<file path="config.mk">
export PLATFORM = sky130hd
export DESIGN_NAME = triangle_group_range_tracker_top_flat
export DESIGN_NICKNAME = d
export VERILOG_FILES = /design/src/hdl/trgrt_pkg.sv /design/src/hdl/trgrt_tri_if.sv /design/src/hdl/trgrt_rng_if.sv /design/src/hdl/trgrt_lane.sv /design/src/hdl/trgrt_track.sv /design/src/hdl/trgrt_outq.sv /design/src/hdl/triangle_group_range_tracker_top.sv /design/src/flat_wrapper.sv
export SDC_FILE = /design/constraint.sdc
export NUM_CORES = 2
export LEC_CHECK = 0
export BUFFER_PORTS_ARGS = -buffer_cell sky130_fd_sc_hd__buf_2
export CAP_MARGIN = 40
export CELL_PAD_IN_SITES_DETAIL_PLACEMENT = 0
export CELL_PAD_IN_SITES_GLOBAL_PLACEMENT = 1
export CORE_MARGIN = 2
export CORE_UTILIZATION = 51
export CTS_BUF_LIST = sky130_fd_sc_hd__clkbuf_4
export DETAILED_ROUTE_END_ITERATION = 12
export PLACE_DENSITY = 0.88
export SLEW_MARGIN = 20
export SYNTH_ARGS = -nofsm -noshare
export SYNTH_HDL_FRONTEND = slang
export SYNTH_SLANG_ARGS = --single-unit
</file>
<file path="constraint.sdc">
create_clock -name clk -period 17.4 [get_ports clk]
set_input_delay 3.48 -clock clk [delete_from_list [all_inputs] [get_ports clk]]
set_output_delay 3.48 -clock clk [all_outputs]
set_load 0.005 [all_outputs]
</file>
<file path="src/hdl/trgrt_pkg.sv">
`default_nettype none

package trgrt_pkg;

  localparam int GROUP_W  = 8;
  localparam int VERTEX_W = 32;
  localparam int VEND_W   = 33;
  localparam int INDEX_W  = 26;

  typedef struct packed {
    logic [GROUP_W-1:0]  range_group;
    logic [VERTEX_W-1:0] vertex_low;
    logic [VEND_W-1:0]   vertex_end;
    logic [INDEX_W-1:0]  index_first;
    logic [INDEX_W-1:0]  index_end;
    logic                record_valid;
    logic                done_res;
  } rng_t;

  typedef struct packed {
    logic [1:0] push_n;
    rng_t       entry0;
    rng_t       entry1;
  } push_t;

endpackage

`default_nettype wire

</file>
<file path="src/hdl/trgrt_tri_if.sv">
`default_nettype none

interface trgrt_tri_if import trgrt_pkg::*; ();
  logic                valid;
  logic                ready;
  logic [GROUP_W-1:0]  group_id;
  logic [VERTEX_W-1:0] vertex_a;
  logic [VERTEX_W-1:0] vertex_b;
  logic [VERTEX_W-1:0] vertex_c;
  logic                mesh_end;

  modport source (
    output valid, group_id, vertex_a, vertex_b, vertex_c, mesh_end,
    input  ready
  );

  modport sink (
    input  valid, group_id, vertex_a, vertex_b, vertex_c, mesh_end,
    output ready
  );
endinterface

`default_nettype wire

</file>
<file path="src/hdl/trgrt_rng_if.sv">
`default_nettype none

interface trgrt_rng_if import trgrt_pkg::*; ();
  logic                valid;
  logic                ready;
  logic [GROUP_W-1:0]  range_group;
  logic [VERTEX_W-1:0] vertex_low;
  logic [VEND_W-1:0]   vertex_end;
  logic [INDEX_W-1:0]  index_first;
  logic [INDEX_W-1:0]  index_end;
  logic                record_valid;
  logic                done_res;

  modport source (
    output valid, range_group, vertex_low, vertex_end, index_first, index_end,
           record_valid, done_res,
    input  ready
  );

  modport sink (
    input  valid, range_group, vertex_low, vertex_end, index_first, index_end,
           record_valid, done_res,
    output ready
  );
endinterface

`default_nettype wire

</file>
<file path="src/hdl/trgrt_lane.sv">
`default_nettype none

module trgrt_lane import trgrt_pkg::*; (
  input  logic [VERTEX_W-1:0] vertex,
  input  logic [VERTEX_W-1:0] base_min,
  input  logic [VERTEX_W-1:0] base_max,
  output logic [VERTEX_W-1:0] lo,
  output logic [VERTEX_W-1:0] hi
);

  assign lo = (vertex < base_min) ? vertex : base_min;
  assign hi = (vertex > base_max) ? vertex : base_max;

endmodule

`default_nettype wire

</file>
<file path="src/hdl/trgrt_track.sv">
`default_nettype none

module trgrt_track import trgrt_pkg::*; #(
  parameter int GROUP_BITS     = 8,
  parameter int TRI_COUNT_BITS = 24
) (
  input  logic                clk,
  input  logic                rst,
  input  logic                take,
  input  logic [GROUP_W-1:0]  group_id,
  input  logic [VERTEX_W-1:0] vertex_a,
  input  logic [VERTEX_W-1:0] vertex_b,
  input  logic [VERTEX_W-1:0] vertex_c,
  input  logic                mesh_end,
  output push_t               push
);

  localparam int GW    = (GROUP_BITS < GROUP_W) ? GROUP_BITS : GROUP_W;
  localparam int SLOTS = 1 << GW;
  localparam int PW    = TRI_COUNT_BITS + 1;
  localparam logic [PW-1:0] POS_BOUND = {1'b1, {TRI_COUNT_BITS{1'b0}}};

  logic [GW-1:0]       open_group;
  logic                segment_open;
  logic [PW-1:0]       segment_start;
  logic [PW-1:0]       position;
  logic [VERTEX_W-1:0] span_min;
  logic [VERTEX_W-1:0] span_max;
  logic [SLOTS-1:0]    seen;

  logic [GW-1:0]       g;
  logic                changed;
  logic                cont;
  logic [VERTEX_W-1:0] base_min;
  logic [VERTEX_W-1:0] base_max;
  logic [VERTEX_W-1:0] lo [3];
  logic [VERTEX_W-1:0] hi [3];
  logic [VERTEX_W-1:0] lo01;
  logic [VERTEX_W-1:0] hi01;
  logic [VERTEX_W-1:0] new_min;
  logic [VERTEX_W-1:0] new_max;
  logic [PW-1:0]       new_start;
  logic [PW-1:0]       pos_next;
  logic                close0_ok;
  logic                close1_ok;
  rng_t                rec0;
  rng_t                rec1;

  function automatic rng_t make_rec(
    input logic [GW-1:0]       grp,
    input logic [VERTEX_W-1:0] vmin,
    input logic [VERTEX_W-1:0] vmax,
    input logic [PW-1:0]       first,
    input logic [PW-1:0]       last,
    input logic                ok,
    input logic                done
  );
    rng_t r;
    r = '0;
    if (ok) begin
      r.range_group  = GROUP_W'(grp);
      r.vertex_low   = vmin;
      r.vertex_end   = {1'b0, vmax} + VEND_W'(1);
      r.index_first  = INDEX_W'({2'b00, first} + {1'b0, first, 1'b0});
      r.index_end    = INDEX_W'({2'b00, last} + {1'b0, last, 1'b0});
      r.record_valid = 1'b1;
    end
    r.done_res = done;
    return r;
  endfunction

  assign g        = group_id[GW-1:0];
  assign changed  = segment_open && (g != open_group);
  assign cont     = segment_open && !changed;
  assign base_min = cont ? span_min : vertex_a;
  assign base_max = cont ? span_max : vertex_a;

  trgrt_lane u_lane_a (
    .vertex(vertex_a), .base_min(base_min), .base_max(base_max), .lo(lo[0]), .hi(hi[0])
  );
  trgrt_lane u_lane_b (
    .vertex(vertex_b), .base_min(base_min), .base_max(base_max), .lo(lo[1]), .hi(hi[1])
  );
  trgrt_lane u_lane_c (
    .vertex(vertex_c), .base_min(base_min), .base_max(base_max), .lo(lo[2]), .hi(hi[2])
  );

  assign lo01    = (lo[0] < lo[1]) ? lo[0] : lo[1];
  assign hi01    = (hi[0] > hi[1]) ? hi[0] : hi[1];
  assign new_min = (lo01 < lo[2]) ? lo01 : lo[2];
  assign new_max = (hi01 > hi[2]) ? hi01 : hi[2];

  assign new_start = cont ? segment_start : position;
  assign pos_next  = (position < POS_BOUND) ? position + PW'(1) : position;

  assign close0_ok = changed && !seen[open_group] && (span_max != span_min) &&
                     (position != segment_start);
  assign close1_ok = !seen[g] && (new_max != new_min) && (pos_next != new_start);

  assign rec0 = make_rec(open_group, span_min, span_max, segment_start, position,
                         close0_ok, 1'b0);
  assign rec1 = make_rec(g, new_min, new_max, new_start, pos_next, close1_ok, 1'b1);

  always_comb begin
    push.push_n = 2'd0;
    if (take) begin
      push.push_n = {1'b0, close0_ok} + {1'b0, mesh_end};
    end
    push.entry0 = close0_ok ? rec0 : rec1;
    push.entry1 = rec1;
  end

  always_ff @(posedge clk) begin
    if (rst) begin
      open_group    <= '0;
      segment_open  <= 1'b0;
      segment_start <= '0;
      position      <= '0;
      span_min      <= '0;
      span_max      <= '0;
      seen          <= '0;
    end else if (take) begin
      if (mesh_end) begin
        open_group    <= '0;
        segment_open  <= 1'b0;
        segment_start <= '0;
        position      <= '0;
        span_min      <= '0;
        span_max      <= '0;
        seen          <= '0;
      end else begin
        open_group    <= g;
        segment_open  <= 1'b1;
        segment_start <= new_start;
        position      <= pos_next;
        span_min      <= new_min;
        span_max      <= new_max;
        if (close0_ok) begin
          seen[open_group] <= 1'b1;
        end
      end
    end
  end

endmodule

`default_nettype wire

</file>
<file path="src/hdl/trgrt_outq.sv">
`default_nettype none

module trgrt_outq import trgrt_pkg::*; (
  input  logic  clk,
  input  logic  rst,
  input  push_t push,
  output logic  room,
  output logic  out_valid,
  input  logic  out_ready,
  output rng_t  out_data
);

  rng_t       entries [4];
  logic [1:0] wptr;
  logic [1:0] rptr;
  logic [2:0] count;
  logic       pop;

  assign room      = (count <= 3'd2);
  assign out_valid = (count != 3'd0);
  assign out_data  = entries[rptr];
  assign pop       = out_valid && out_ready;

  always_ff @(posedge clk) begin
    if (push.push_n != 2'd0) begin
      entries[wptr] <= push.entry0;
    end
    if (push.push_n == 2'd2) begin
      entries[wptr + 2'd1] <= push.entry1;
    end
  end

  always_ff @(posedge clk) begin
    if (rst) begin
      wptr  <= '0;
      rptr  <= '0;
      count <= '0;
    end else begin
      wptr  <= wptr + push.push_n;
      rptr  <= rptr + {1'b0, pop};
      count <= count + {1'b0, push.push_n} - {2'b00, pop};
    end
  end

endmodule

`default_nettype wire

</file>
<file path="src/hdl/triangle_group_range_tracker_top.sv">
`default_nettype none

// Takes one triangle per clock cycle while tris.ready is high and closes a polygon-group
// segment whenever the group changes or the mesh ends, giving its vertex and index-buffer
// spans as a range record; groups that already have a record and segments with a single
// vertex value are suppressed, and the last triangle always yields a result marked done.
// A triangle enters each cycle that tris.ready is high; its results are written into a
// four-entry result queue that drains one transfer per cycle while ranges.ready is high,
// and ready drops while fewer than two queue slots are free, since a triangle that both
// changes group and ends the mesh can give two results. The three vertices are compared
// in three parallel lanes whose outputs are merged into the running minimum and maximum.
module triangle_group_range_tracker_top import trgrt_pkg::*; #(
  parameter int GROUP_BITS     = 8,
  parameter int TRI_COUNT_BITS = 24
) (
  input  logic clk,
  input  logic rst,
  trgrt_tri_if.sink   tris,
  trgrt_rng_if.source ranges
);

  logic  take;
  logic  room;
  push_t push;
  rng_t  out_data;

  assign tris.ready = room && !rst;
  assign take       = tris.valid && tris.ready;

  trgrt_track #(
    .GROUP_BITS    (GROUP_BITS),
    .TRI_COUNT_BITS(TRI_COUNT_BITS)
  ) u_track (
    .clk     (clk),
    .rst     (rst),
    .take    (take),
    .group_id(tris.group_id),
    .vertex_a(tris.vertex_a),
    .vertex_b(tris.vertex_b),
    .vertex_c(tris.vertex_c),
    .mesh_end(tris.mesh_end),
    .push    (push)
  );

  trgrt_outq u_outq (
    .clk      (clk),
    .rst      (rst),
    .push     (push),
    .room     (room),
    .out_valid(ranges.valid),
    .out_ready(ranges.ready),
    .out_data (out_data)
  );

  assign ranges.range_group  = out_data.range_group;
  assign ranges.vertex_low   = out_data.vertex_low;
  assign ranges.vertex_end   = out_data.vertex_end;
  assign ranges.index_first  = out_data.index_first;
  assign ranges.index_end    = out_data.index_end;
  assign ranges.record_valid = out_data.record_valid;
  assign ranges.done_res     = out_data.done_res;

endmodule

`default_nettype wire
</file>
<file path="src/flat_wrapper.sv">
// flat-port wrapper written by rule: the top's interface ports become plain ports
module triangle_group_range_tracker_top_flat import trgrt_pkg::*;
#(
  parameter int GROUP_BITS     = 8,
  parameter int TRI_COUNT_BITS = 24
)
  (clk, rst, tris_valid, tris_group_id, tris_vertex_a, tris_vertex_b, tris_vertex_c, tris_mesh_end, tris_ready, ranges_valid, ranges_range_group, ranges_vertex_low, ranges_vertex_end, ranges_index_first, ranges_index_end, ranges_record_valid, ranges_done_res, ranges_ready);
  trgrt_tri_if tris_i ();
  trgrt_rng_if ranges_i ();
  input  logic clk;
  input  logic rst;
  input wire logic [$bits(tris_i.valid)-1:0] tris_valid;
  input wire logic [$bits(tris_i.group_id)-1:0] tris_group_id;
  input wire logic [$bits(tris_i.vertex_a)-1:0] tris_vertex_a;
  input wire logic [$bits(tris_i.vertex_b)-1:0] tris_vertex_b;
  input wire logic [$bits(tris_i.vertex_c)-1:0] tris_vertex_c;
  input wire logic [$bits(tris_i.mesh_end)-1:0] tris_mesh_end;
  output wire logic [$bits(tris_i.ready)-1:0] tris_ready;
  output wire logic [$bits(ranges_i.valid)-1:0] ranges_valid;
  output wire logic [$bits(ranges_i.range_group)-1:0] ranges_range_group;
  output wire logic [$bits(ranges_i.vertex_low)-1:0] ranges_vertex_low;
  output wire logic [$bits(ranges_i.vertex_end)-1:0] ranges_vertex_end;
  output wire logic [$bits(ranges_i.index_first)-1:0] ranges_index_first;
  output wire logic [$bits(ranges_i.index_end)-1:0] ranges_index_end;
  output wire logic [$bits(ranges_i.record_valid)-1:0] ranges_record_valid;
  output wire logic [$bits(ranges_i.done_res)-1:0] ranges_done_res;
  input wire logic [$bits(ranges_i.ready)-1:0] ranges_ready;
  assign tris_i.valid = tris_valid;
  assign tris_i.group_id = tris_group_id;
  assign tris_i.vertex_a = tris_vertex_a;
  assign tris_i.vertex_b = tris_vertex_b;
  assign tris_i.vertex_c = tris_vertex_c;
  assign tris_i.mesh_end = tris_mesh_end;
  assign tris_ready = tris_i.ready;
  assign ranges_valid = ranges_i.valid;
  assign ranges_range_group = ranges_i.range_group;
  assign ranges_vertex_low = ranges_i.vertex_low;
  assign ranges_vertex_end = ranges_i.vertex_end;
  assign ranges_index_first = ranges_i.index_first;
  assign ranges_index_end = ranges_i.index_end;
  assign ranges_record_valid = ranges_i.record_valid;
  assign ranges_done_res = ranges_i.done_res;
  assign ranges_i.ready = ranges_ready;
  triangle_group_range_tracker_top #(.GROUP_BITS(GROUP_BITS), .TRI_COUNT_BITS(TRI_COUNT_BITS)) u_core (.clk(clk), .rst(rst), .tris(tris_i), .ranges(ranges_i));
endmodule
</file>
==> impl_metrics.toml <==
[run_status]
outcome = "finished clean"

[sta]
drv_slew = 0
grt_setup_unrepaired = "false"
min_period_ns = 16.28
period_share_pct = 93.5
slew-limit-headroom_pct = 36.8
tightest_slew_ns = 0.941
clock.fmax_mhz = 61.4
setup_viol = 0
hold_viol_final = 0
setup_tns_ns = 0
setup_slack_ns = 1.12
worst_clock_skew_ns = 0.122

[yosys]
syn_area_per_cell_um2 = 9.93
synthDistinctLibCells = 98
synth_fa_ha_area_share_pct = 8.83
yosys.area_share.simple_pct = 12.7
yosys_warnings = 0
synthesis.area_um2 = 59700
synth_top_family_by_area = "compound AO/OA/AOI/OAI gates"
synth_xor_area_share_pct = 3.86
synth_ff_type = "edfxtp_1"
syn-num-nets = 6541
synth-edff-count = 504
synth_cells = 6015
ys_ff_latch = 894
ys_seq_area_share_pct = 38.4
synth_compound_area_share_pct = 16.7
synthMuxAreaShare_pct = 14.9
ys_async_sr_fraction_pct = 0

[clocking]
insertion_delay_ns = 1.22
cts_buffers = 224
path_clk_slew_ns = 0.07
cts_tree = "built"
postCtsSetupBuffers = 0
cts_sinks = 894
htree_num_levels = 4
post_cts_resize_count = 0
cts-root-buf = "clkbuf_4"
cts_hold_buf = 0
cts_buffer_depth = 3

[worst_setup_path]
crit_path_start_kind = "primary input"
max_stage_delay_ns = 0.58
cp.arrival_ns = 17.15
r2r_cells = 49
worstSetupPathType = "primary input to flop"
cp_slowest_cell = "or2_2"
cp_data_required_time_ns = 18.27
timing.reg2reg.setup_slack_ns = 3.09
cp_max_fo = 33
cp-end-kind = "flop"
cp_common_cell = "nand4_1"

[detailed_routing]
drtPass1Iterations = 6
viasPerCell = 6.65
drt-initial-drc-count = 7049
wl_per_cell_um = 28.0
wirelength_um = 223000
vias = 53000
postRouteAntennaNets = 0
route.detailed.drc = 0

[layout]
multiInputGateArea_um2 = 34400
syn2layout_area_growth_pct = 11.4
fin_util_pct = 57.3
nFillCells = 10000
fin_nets = 6769
fin_area_um2 = 66600
final_layout_size_suffix_gt1_share_pct = 19.3
seqCellArea_um2 = 23000

[placement]
post-place-ws_ns = 0.157
place_congestion = 1.09
place_area_um2 = 63400
io_buffers = 237
hpwlAfterDp_um = 165000

[worst_hold_path]
min_path_cells = 2
hold_class = "flop to flop"

[power_and_ir_drop]
p_per_area_nw_per_um2 = 95.2
irDropWorstVdd_mv = 0.0750
total_power_uw = 6340
p_leak_uw = 0.0264

[global_route]
grt_pass1_vias = 49400
grt_pass1_wl_um = 324000
antenna_found_initial = 23
grt-ovfl-total = 0
grt_max_degree = 69
grt_usage_pct = 36.2

[run]
maxCapViolations = 0

[die]
fp.dieArea_um2 = 120000
coreArea_um2 = 116000
fp.dieW_um = 346
fp.dieH_um = 346
rows = 125
start_util_pct = 51.4
io_pins = 238
[state kept, by name, summed over array words and instances (netlist names)]
register	flops
u_core.u_track.segment_open	1
u_core.u_track.open_group	8
u_core.u_outq.count	3
u_core.u_track.seen	256
u_core.u_outq.rptr	2
u_core.u_outq.wptr	2
u_core.u_outq.entries	508
u_core.u_track.position	25
u_core.u_track.span_min	32
u_core.u_track.segment_start	25
u_core.u_track.span_max	32
[Yosys cell counts, types with 8 or more instances]
master	count	area [µm²]
nand2_1	506	1900
a21oi_1	481	2410
clkbuf_1	303	1140
edfxtp_1	504	15100
nor4_1	36	225
xor2_1	140	1230
o22ai_1	324	2030
inv_1	244	916
a31o_2	10	87.6
a22oi_1	102	766
and2_1	11	68.8
a21o_1	81	608
nor3_1	107	536
mux2i_1	169	1690
nand2b_1	41	257
nand4b_1	11	96.3
or2_2	22	138
nor2b_1	27	169
o211ai_1	17	128
xnor2_1	116	1020
or3_1	25	156
a2111oi_0	8	70.1
o31ai_1	9	67.6
mux4_2	296	6670
a22o_1	129	1130
o21bai_1	12	90.1
ha_1	412	5150
buf_2	52	260
o21ai_0	258	1290
buf_6	13	146
buf_1	55	206
o21a_1	18	135
a31oi_1	26	163
a21boi_0	9	67.6
and4_1	11	96.3
a211oi_1	26	195
mux2_2	47	529
and3_1	55	344
nand3_1	124	621
nand4_1	81	507
nor2_1	575	2160
dfxtp_1	390	7810
[worst max-delay path, delay by kind of cell]
| family | cells | cell delay, ns |
|---|---|---|
| compound gates | 7 | 1.50 |
| xor+xnor | 1 | 0.53 |
| fa+ha+maj | 4 | 1.25 |
| buf+inv | 7 | 1.41 |
| mux | 3 | 1.23 |
| simple gates | 27 | 7.59 |
[logic make-up after synthesis]
logic type	Yosys count
flip-flops	894
AND/OR/NAND/NOR	1668
AO/OA/AOI/OAI	1584
adder cells (fa/ha/maj)	419
buffers and inverters	676
XOR/XNOR	260
multiplexers	514
[stage by stage]
| stage | hold WS, ns | instances |
|---|---|---|
| finish | 0.489 | 7972 |
| global route | 0.509 | 7967 |
| CTS | 0.488 | 7946 |
| detailed placement | 0.470 | 7533 |
| global placement | 0.459 | 7491 |
| floorplan | 0.448 | 6015 |
[worst paths after layout]
check	from	to
min reg2reg	u_core.u_track.seen[71]$_SDFFE_PP0P_	u_core.u_track.seen[71]$_SDFFE_PP0P_
min	u_core.u_track.seen[71]$_SDFFE_PP0P_	u_core.u_track.seen[71]$_SDFFE_PP0P_
max reg2reg	u_core.u_track.open_group[2]$_SDFFE_PP0P_	u_core.u_outq.entries[3][98]$_DFFE_PP_
max	tris_group_id[6]	u_core.u_outq.entries[3][98]$_DFFE_PP_
[area by class of cell]
class                      count  area share, %
antenna                       18         0.0677
clock buffer                 338           3.81
clock inverter                75          0.748
inverter                     245           1.38
multi-input combinational   4445           51.7
sequential                   894           34.5
tap                         1524           2.86
timing repair buffer         433           4.95
[report_power, final]
group | switching, µW | internal [µW] | total [µW]
logic | 1350 | 787 | 2140
registers | 69.2 | 2260 | 2330
clock network | 907 | 958 | 1870
[per-layer routing]
layer  global-route usage, %  share of wire (%)  up-vias
met5                       0             0.0058        -
met2                    51.7                 42     3566
li1                        -                  -    23300
met1                    52.4                 41    25700
met4                    14.3                4.0        2
met3                    9.10                 13      469
[placed cells by master (no fill, tap or decap), types with 116 or more instances in the layout]
| cell | n |
|---|---|
| clkbuf_4 | 338 |
| mux2i_1 | 169 |
| inv_1 | 243 |
| a21oi_1 | 479 |
| ha_1 | 412 |
| nand3_1 | 120 |
| nand2_1 | 496 |
| edfxtp_1 | 504 |
| dfxtp_1 | 385 |
| a22o_1 | 129 |
| o22ai_1 | 324 |
| xor2_1 | 140 |
| buf_4 | 140 |
| mux4_2 | 296 |
| nor2_1 | 570 |
| xnor2_1 | 116 |
| buf_2 | 242 |
| o21ai_0 | 258 |
Power figures use the tool's default switching activity.
